<file path="config.mk">
export PLATFORM = sky130hd
export DESIGN_NAME = glyph_color_expander_top
export DESIGN_NICKNAME = d
export VERILOG_FILES = /design/src/hdl/gce_pkg.sv /design/src/hdl/glyph_color_expander_top.sv
export SDC_FILE = /design/constraint.sdc
export NUM_CORES = 1
export LEC_CHECK = 0
export ABC_AREA = 1
export BUFFER_PORTS_ARGS = -buffer_cell sky130_fd_sc_hd__buf_4
export CAP_MARGIN = 10
export CORE_ASPECT_RATIO = 0.9
export CORE_UTILIZATION = 55
export CTS_CLUSTER_DIAMETER = 100
export CTS_CLUSTER_SIZE = 40
export DETAILED_ROUTE_END_ITERATION = 12
export HOLD_SLACK_MARGIN = 0.1
export PLACE_DENSITY = 0.85
export SLEW_MARGIN = 25
export SYNTH_ARGS = -nofsm -noshare
export SYNTH_HDL_FRONTEND = slang
export SYNTH_SLANG_ARGS = --single-unit
</file>
<file path="constraint.sdc">
create_clock -name clk -period 8.2 [get_ports clk]
set_clock_uncertainty 0.05 [all_clocks]
set_input_delay 0.41 -clock clk [delete_from_list [all_inputs] [get_ports clk]]
set_output_delay 0.41 -clock clk [all_outputs]
set_load 0.005 [all_outputs]
</file>
<file path="src/hdl/gce_pkg.sv">
`default_nettype none

package gce_pkg;

    // Largest glyph dimension accepted; wider values saturate here.
    localparam int MAX_GLYPH = 72;
    localparam int DIM_LIM   = (MAX_GLYPH > 127) ? 127 : MAX_GLYPH;

    localparam logic [6:0]  WIDTH_RST  = 7'd8;
    localparam logic [6:0]  HEIGHT_RST = 7'd16;
    localparam logic [15:0] FG_RST     = 16'hFFFF;
    localparam logic [15:0] BG_RST     = 16'h0000;

    typedef enum logic [1:0] {
        REG_WIDTH  = 2'd0,
        REG_HEIGHT = 2'd1,
        REG_FG     = 2'd2,
        REG_BG     = 2'd3
    } cfg_reg_t;

    // Zero reads as one, above the limit saturates.
    function automatic logic [6:0] clamp_dim(input logic [6:0] v);
        logic [6:0] r;
        begin
            r = v;
            if (v == 7'd0)
            begin
                r = 7'd1;
            end
            else if (v > 7'(DIM_LIM))
            begin
                r = 7'(DIM_LIM);
            end
            return r;
        end
    endfunction

endpackage

`default_nettype wire

</file>
<file path="src/hdl/glyph_color_expander_top.sv">
// Channel   Handshake            Payload
// in        in_valid/in_ready    bitmap_byte[7:0]
// out       out_valid/out_ready  pixel_value[15:0], row_end, glyph_end, last
// cfg       cfg_valid/cfg_ready  cfg_index[1:0], cfg_data[15:0]
//
// Each byte gives 1 to 8 pixels, one pixel per cycle through the output
// register while the output is not stalled; the byte hold register and its
// pixel counter step through the pixels. The next byte is taken in the cycle its
// predecessor's last pixel moves to the output register.
// Reset clears counters, valids and config to their defaults.
// A stalled output holds its beat; the hold stage stops behind it.
`default_nettype none

module glyph_color_expander_top
    import gce_pkg::*;
(
    input  wire logic        clk,
    input  wire logic        rst_n,

    input  wire logic        in_valid,
    output logic             in_ready,
    input  wire logic [7:0]  bitmap_byte,

    output logic             out_valid,
    input  wire logic        out_ready,
    output logic [15:0]      pixel_value,
    output logic             row_end,
    output logic             glyph_end,
    output logic             last,

    input  wire logic        cfg_valid,
    output logic             cfg_ready,
    input  wire logic [1:0]  cfg_index,
    input  wire logic [15:0] cfg_data
);

    logic [6:0]  width_reg;
    logic [6:0]  height_reg;
    logic [15:0] fg_reg;
    logic [15:0] bg_reg;

    logic [3:0]  byte_in_row_reg;
    logic [3:0]  byte_in_row_next;
    logic [6:0]  row_index_reg;
    logic [6:0]  row_index_next;

    logic        hold_valid_reg;
    logic [7:0]  hold_data_reg;
    logic [3:0]  hold_n_reg;
    logic [2:0]  hold_k_reg;
    logic        hold_row_last_reg;
    logic        hold_glyph_last_reg;

    logic        out_valid_reg;
    logic [15:0] pixel_reg;
    logic        row_end_reg;
    logic        glyph_end_reg;
    logic        last_reg;

    logic        in_fire;
    logic        move;
    logic        hold_fin;
    logic        hold_done;

    logic [6:0]  w;
    logic [6:0]  h;
    logic [4:0]  row_bytes;
    logic [3:0]  b;
    logic [6:0]  r;
    logic [6:0]  remain;
    logic [3:0]  n_pix;
    logic        row_last;
    logic        glyph_last;
    logic        pix_bit;

    assign cfg_ready = 1'b1;

    always_ff @(posedge clk or negedge rst_n)
    begin
        if (!rst_n)
        begin
            width_reg  <= WIDTH_RST;
            height_reg <= HEIGHT_RST;
            fg_reg     <= FG_RST;
            bg_reg     <= BG_RST;
        end
        else if (cfg_valid)
        begin
            case (cfg_index)
                REG_WIDTH:  width_reg  <= cfg_data[6:0];
                REG_HEIGHT: height_reg <= cfg_data[6:0];
                REG_FG:     fg_reg     <= cfg_data;
                REG_BG:     bg_reg     <= cfg_data;
                default:    ;
            endcase
        end
    end

    // Position and pixel count of the incoming byte
    always_comb
    begin
        w          = clamp_dim(width_reg);
        h          = clamp_dim(height_reg);
        row_bytes  = 5'((8'(w) + 8'd7) >> 3);
        b          = ({1'b0, byte_in_row_reg} >= row_bytes) ? 4'd0 : byte_in_row_reg;
        r          = (row_index_reg >= h) ? 7'd0 : row_index_reg;
        remain     = w - {b, 3'b000};
        n_pix      = (remain > 7'd8) ? 4'd8 : remain[3:0];
        row_last   = (5'({1'b0, b} + 5'd1) == row_bytes);
        glyph_last = row_last && ((r + 7'd1) == h);

        if (row_last)
        begin
            byte_in_row_next = 4'd0;
            row_index_next   = glyph_last ? 7'd0 : (r + 7'd1);
        end
        else
        begin
            byte_in_row_next = b + 4'd1;
            row_index_next   = r;
        end
    end

    assign move      = hold_valid_reg && (!out_valid_reg || out_ready);
    assign hold_fin  = ({1'b0, hold_k_reg} + 4'd1) == hold_n_reg;
    assign hold_done = move && hold_fin;
    assign in_ready  = !hold_valid_reg || hold_done;
    assign in_fire   = in_valid && in_ready;
    assign pix_bit   = hold_data_reg[3'd7 - hold_k_reg];

    always_ff @(posedge clk or negedge rst_n)
    begin
        if (!rst_n)
        begin
            byte_in_row_reg <= 4'd0;
            row_index_reg   <= 7'd0;
            hold_valid_reg  <= 1'b0;
            hold_k_reg      <= 3'd0;
        end
        else
        begin
            if (in_fire)
            begin
                byte_in_row_reg <= byte_in_row_next;
                row_index_reg   <= row_index_next;
                hold_valid_reg  <= 1'b1;
                hold_k_reg      <= 3'd0;
            end
            else if (hold_done)
            begin
                hold_valid_reg <= 1'b0;
            end
            else if (move)
            begin
                hold_k_reg <= hold_k_reg + 3'd1;
            end
        end
    end

    always_ff @(posedge clk)
    begin
        if (in_fire)
        begin
            hold_data_reg       <= bitmap_byte;
            hold_n_reg          <= n_pix;
            hold_row_last_reg   <= row_last;
            hold_glyph_last_reg <= glyph_last;
        end
    end

    always_ff @(posedge clk or negedge rst_n)
    begin
        if (!rst_n)
        begin
            out_valid_reg <= 1'b0;
        end
        else if (move)
        begin
            out_valid_reg <= 1'b1;
        end
        else if (out_ready)
        begin
            out_valid_reg <= 1'b0;
        end
    end

    always_ff @(posedge clk)
    begin
        if (move)
        begin
            pixel_reg     <= pix_bit ? fg_reg : bg_reg;
            row_end_reg   <= hold_fin && hold_row_last_reg;
            glyph_end_reg <= hold_fin && hold_glyph_last_reg;
            last_reg      <= hold_fin;
        end
    end

    assign out_valid   = out_valid_reg;
    assign pixel_value = pixel_reg;
    assign row_end     = row_end_reg;
    assign glyph_end   = glyph_end_reg;
    assign last        = last_reg;

endmodule

`default_nettype wire

</file>
After elaboration in Yosys (flattened, before gate mapping)
Index checks and enable logic that the tools add are counted.
Cells by class
  order comparisons: 6
  mux-type cells: 19
  reductions and logical operators: 21
  add/subtract/negate cells: 8
  equality and inequality tests: 7
Operators by type and width (number)
  $mux 7: 7
  $mux 16: 1
  $gt 7x7->1 const B: 2
  $logic_not 7->1: 2
  $reduce_and 2->1: 5
  $mux 3: 3
  $add 7x3->8 const B: 1
  $mux 4: 2
  $add 7x1->7 const B: 1
  $eq 7x7->1: 1
  $ge 7x7->1: 1
  $gt 7x4->1 const B: 1
  $sub 7x7->7: 1
  $logic_and 1x1->1: 6
  $reduce_bool 2->1: 3
  $add 4x1->5 const B: 1
  $eq 5x5->1: 1
  $ge 4x5->1: 1
  $mux 1: 5
  $add 3x1->4 const B: 1
  $add 4x1->4 const B: 1
  $eq 2x2->1 const B: 2
  $eq 4x4->1: 1
  $lt 3x4->1 const B: 1
  other kinds (8): 10
Storage, ports and cells
  bits of input ports: 31
  output and inout bits: 22
  bits in registers: 95
  logic and storage cells: 78

Depth between registers and ports, before layout
  word-level depth: 11
  gate-level depth with buffers: 28
  gate-level depth less buffers: 28

Worst setup path after synthesis
Ideal clock, no wire load.
  path kind: flip-flop to flip-flop
  start: register width_reg[3]
  end: register hold_n_reg[1] (data pin)
  library setup time: 160 ps
  arrival time: 3207 ps
  cell stages (with the launch flop): 24
  required time: 7990 ps
  slack: 4784 ps
  clock period less this slack: 3416 ps
  path buffers: 0
  cells stage by stage: dfstp_2 -> nand2_1 -> inv_2 -> nand2_4 -> nand2_4 -> nor2_4 -> nor2_1 -> o21ai_2 -> o21ai_2 -> nand2_1 -> ha_1 -> nand2_1 -> nand2_1 -> a21oi_1 -> nand3_1 -> nor2_1 -> inv_1 -> ha_1 -> nand2_1 -> o21ai_0 -> xor2_1 -> xnor2_1 -> o211ai_1 -> nor3b_1
On the way
  longest elaborated chain between the ends: 8
  elaborated cells on any way between the ends: 9
  classes of those cells: 2 x add/sub; 3 x order compare; 3 x mux; 1 x reduce/logical
Ends and longest elaborated chain
  from (decl): line glyph_color_expander_top.sv:37  | logic [6:0] width_reg;
  from (signal assigned): line glyph_color_expander_top.sv:90  | REG_WIDTH: width_reg <= cfg_data[6:0];
  $gt 7x7->1: line gce_pkg.sv:30  | else if (v > 7'(DIM_LIM))
  $mux 7: line gce_pkg.sv:30
  $mux 7 *: line gce_pkg.sv:26  | if (v == 7'd0)
  $add 7x3->8: line glyph_color_expander_top.sv:104  | row_bytes = 5'((8'(w) + 8'd7) >> 3);
  $ge 4x5->1: line glyph_color_expander_top.sv:105  | b = ({1'b0, byte_in_row_reg} >= row_bytes) ? 4'd0 : byte_in_row_reg;
  $mux 4: line glyph_color_expander_top.sv:105
  $sub 7x7->7 *: line glyph_color_expander_top.sv:107  | remain = w - {b, 3'b000};
  $gt 7x4->1: line glyph_color_expander_top.sv:108  | n_pix = (remain > 7'd8) ? 4'd8 : remain[3:0];
  to (signal assigned): line glyph_color_expander_top.sv:165  | hold_n_reg <= n_pix;
  to (decl): line glyph_color_expander_top.sv:49  | logic [3:0] hold_n_reg;
Mark *: on every way between the ends. The rest lies on a longest branch, timed or not.
A chain may end at the register's enable or synchronous reset.

Worst setup path after layout
  start: register width_reg[0]
  end: register hold_n_reg[1] (data pin)
Same word-level chain as after synthesis.

==> impl_metrics.yaml <==
clock_network:
  cts-resized-gates: 0
  cts_sinks: 95
  cts_setup_buffers: 0
  hold_buffers: 1
  cts_buffers: 9
  clockRootBuffer: "clkbuf_8"
  cts_tree: "built"
  clkTransAtPathRegs_ns: 0.10
  cts_max_path_buffers: 2
  htree_levels: 3
  insertion_delay_ns: 0.37
layout:
  fill_cells: 702
  syn2layout_area_growth_pct: 14.0
  final_nets: 668
  ff_latch_area_um2: 2560
  diodes: 0
  drive_above_1_share_pct: 20.0
  final_core_util_pct: 65.3
  multi_input_area_um2: 2030
  fin_area_um2: 5670
sta:
  fin_hold_ws_ns: 0.170
  fin_crit_ns: 4.10
  tightest_slew_ns: 1.01
  tns_ns: 0
  relSlewSlack_pct: 32.4
  rsz0062_at_grt: "false"
  clock.fmax_mhz: 244
  period_share_pct: 50.0
  hold_viol_final: 0
  final-setup-viol-count: 0
  drv_slew: 0
min_path:
  hp-class: "input port to register"
yosys:
  synth_cell_types: 39
  synth_area_um2: 4980
  ys_ff_latch: 95
  postSynthCellCount: 567
  ys_warn_count: 0
  synth_nets: 616
  synth.avg_cell_area_um2: 8.78
  synth-seq-area-share_pct: 51.5
global_route:
  grt_max_degree: 63
  grt_use_met2_pct: 41.4
  grt_use_met1_pct: 32.3
  grtUsageMet3_pct: 5.26
  antenna_found_initial: 0
  grt_pass1_vias: 3973
  overflow: 0
  grt_util_all_layers_pct: 24.7
  grt.busiest_layer: "met2"
  grt_pass1_wl_um: 18000
floorplanning:
  core_area_um2: 8690
  ios: 53
  die_w_um: 102
  rows: 32
  dieArea_um2: 9430
  fp.dieH_um: 92.3
  initial_core_util_pct: 57.3
placed_design:
  gp_congestion: 0.931
  io_buffers: 51
  hpwl_um: 7480
  dpl_cell_area_um2: 5470
power_and_ir_drop:
  vdd_drop_max_uv: 169
  power.density_nw_per_um2: 342
  p_leak_nw: 2.81
routing:
  routedWlPerCell_um: 14.1
  dr.first_iter.drc_count: 176
  via_per_inst: 5.40
  drc: 0
  wl_um: 10500
  antenna_left: 0
  vias: 4015
  dr.pass1.iters: 5
setup_path:
  startpoint_type: "register"
  crit_type: "register to register"
  end_kind: "register"
  critical_path.max_fanout: 5
  required_ns: 8.33
  worstPathArrival_ns: 4.22
run:
  drv_cap: 0
run_status:
  status: "complete, no violations"
==> routing by layer <==
metal,wire [um],up-vias
met2,5070,154
met4,149,0
met3,712,20
met1,4580,1892
li1,-,1949
met5,0,-
==> cell usage in the layout (no fill, tap or decap), types with 2 or more instances in the layout <==
| cell | n |
|---|---|
| nand3_2 | 4 |
| buf_4 | 53 |
| inv_2 | 5 |
| xor2_1 | 4 |
| clkbuf_8 | 9 |
| inv_6 | 3 |
| nand4_1 | 9 |
| nor2_2 | 3 |
| ha_1 | 17 |
| nand2_2 | 3 |
| nand2_4 | 2 |
| a21oi_1 | 18 |
| mux2_2 | 16 |
| dfrtp_1 | 44 |
| xnor2_1 | 4 |
| nand3_1 | 39 |
| nor3_1 | 3 |
| o21ai_0 | 54 |
| nand3b_1 | 3 |
| inv_1 | 83 |
| o21ai_2 | 2 |
| dfstp_2 | 18 |
| nor2_1 | 35 |
| nand2_1 | 141 |
| inv_8 | 2 |
| edfxtp_1 | 33 |
==> synthesized netlist by cell type <==
cell / instances / area (um2)
a21oi_1: 18 / 90.1
a21oi_4: 1 / 16.3
a32oi_1: 1 / 8.76
buf_2: 4 / 20.0
buf_4: 1 / 7.51
clkbuf_1: 8 / 30.0
clkinv_1: 1 / 3.75
conb_1: 1 / 3.75
dfrtp_1: 44 / 1100
dfstp_2: 18 / 473
edfxtp_1: 33 / 991
fa_1: 1 / 20.0
ha_1: 17 / 213
inv_1: 83 / 312
inv_2: 5 / 18.8
mux2_2: 16 / 180
mux2i_1: 1 / 10.0
nand2_1: 141 / 529
nand2_2: 3 / 18.8
nand2_4: 2 / 22.5
nand3_1: 41 / 205
nand3_2: 2 / 20.0
nand3b_1: 3 / 22.5
nand4_1: 9 / 56.3
nor2_1: 35 / 131
nor2_2: 3 / 18.8
nor2_4: 1 / 11.3
nor2_8: 1 / 20.0
nor3_1: 3 / 15.0
nor3b_1: 1 / 7.51
o211ai_1: 1 / 7.51
o211ai_2: 1 / 12.5
o21ai_0: 54 / 270
o21ai_1: 1 / 5.00
o21ai_2: 2 / 17.5
o221ai_1: 1 / 8.76
o32ai_1: 1 / 8.76
xnor2_1: 4 / 35.0
xor2_1: 4 / 35.0
==> logic make-up after synthesis <==
| kind of cell | count (synthesis) | synth area share, % |
|---|---|---|
| buffers and inverters | 102 | 7.87 |
| and+or+nand+nor | 245 | 21.7 |
| adders and majority gates | 18 | 4.68 |
| muxes | 17 | 3.82 |
| xor gates and xnor gates | 8 | 1.41 |
| DFF | 95 | 51.5 |
| AOI/OAI and AO/OA | 81 | 8.95 |
| other | 1 | 0.0753 |
==> worst paths after layout <==
check,startpoint,endpoint,slack (ns),cells after the start
max reg2reg,width_reg[0]$_DFFE_PN0P_,hold_n_reg[1]$_SDFFCE_PN0P_,4.10,22
min,bitmap_byte[6],hold_data_reg[6]$_DFFE_PP_,0.17,1
max in group asynchronous,rst_n,width_reg[0]$_DFFE_PN0P_,6.97,2
min in group asynchronous,rst_n,byte_in_row_reg[1]$_DFFE_PN0P_,0.60,2
min reg2reg,hold_valid_reg$_DFFE_PN0P_,out_valid$_DFFE_PN0P_,0.43,2
max,width_reg[0]$_DFFE_PN0P_,hold_n_reg[1]$_SDFFCE_PN0P_,4.10,22
==> through the flow <==
stage	cells	worst slack, ns	total power (W)
global placement	726	4.38	0.00159
detailed placement	726	4.23	0.00163
finish	743	4.10	0.00194
global route	743	3.77	0.00209
CTS	743	4.18	0.00194
floorplan	567	4.78	0.00138
==> area by class of cell <==
cell class / instances / area share, %
Multi-Input combinational cell: 370 / 35.8
Sequential cell: 95 / 45.2
Timing Repair Buffer: 54 / 7.19
Inverter: 89 / 5.89
Tap cell: 119 / 2.63
Clock inverter: 6 / 1.01
Clock buffer: 10 / 2.25
==> worst max-delay path: stages (launching register included) <==
cell	delay (ns)
dfrtp_1	0.43
nor2_1	0.12
nand2_1	0.10
nand2_4	0.11
nand3_1	0.17
nor2_1	0.19
o21ai_2	0.10
o21ai_2	0.09
nand2_1	0.11
ha_1	0.32
nand2_1	0.08
nand2_1	0.04
a21oi_1	0.11
nand3_1	0.17
nor2_1	0.26
inv_1	0.08
ha_1	0.27
nand2_1	0.05
o21ai_0	0.18
xor2_1	0.19
xnor2_1	0.18
o211ai_1	0.19
nor3b_1	0.30
==> power by group <==
part / total (W) / leakage [nW] / switching [W] / internal [W]
Combinational: 0.000909 / 1.67 / 0.000551 / 0.000358
Sequential: 0.000728 / 1.05 / 0.0000908 / 0.000637
Clock: 0.000301 / 0.0957 / 0.000183 / 0.000119
No activity file was read; power rests on OpenSTA's default activity.
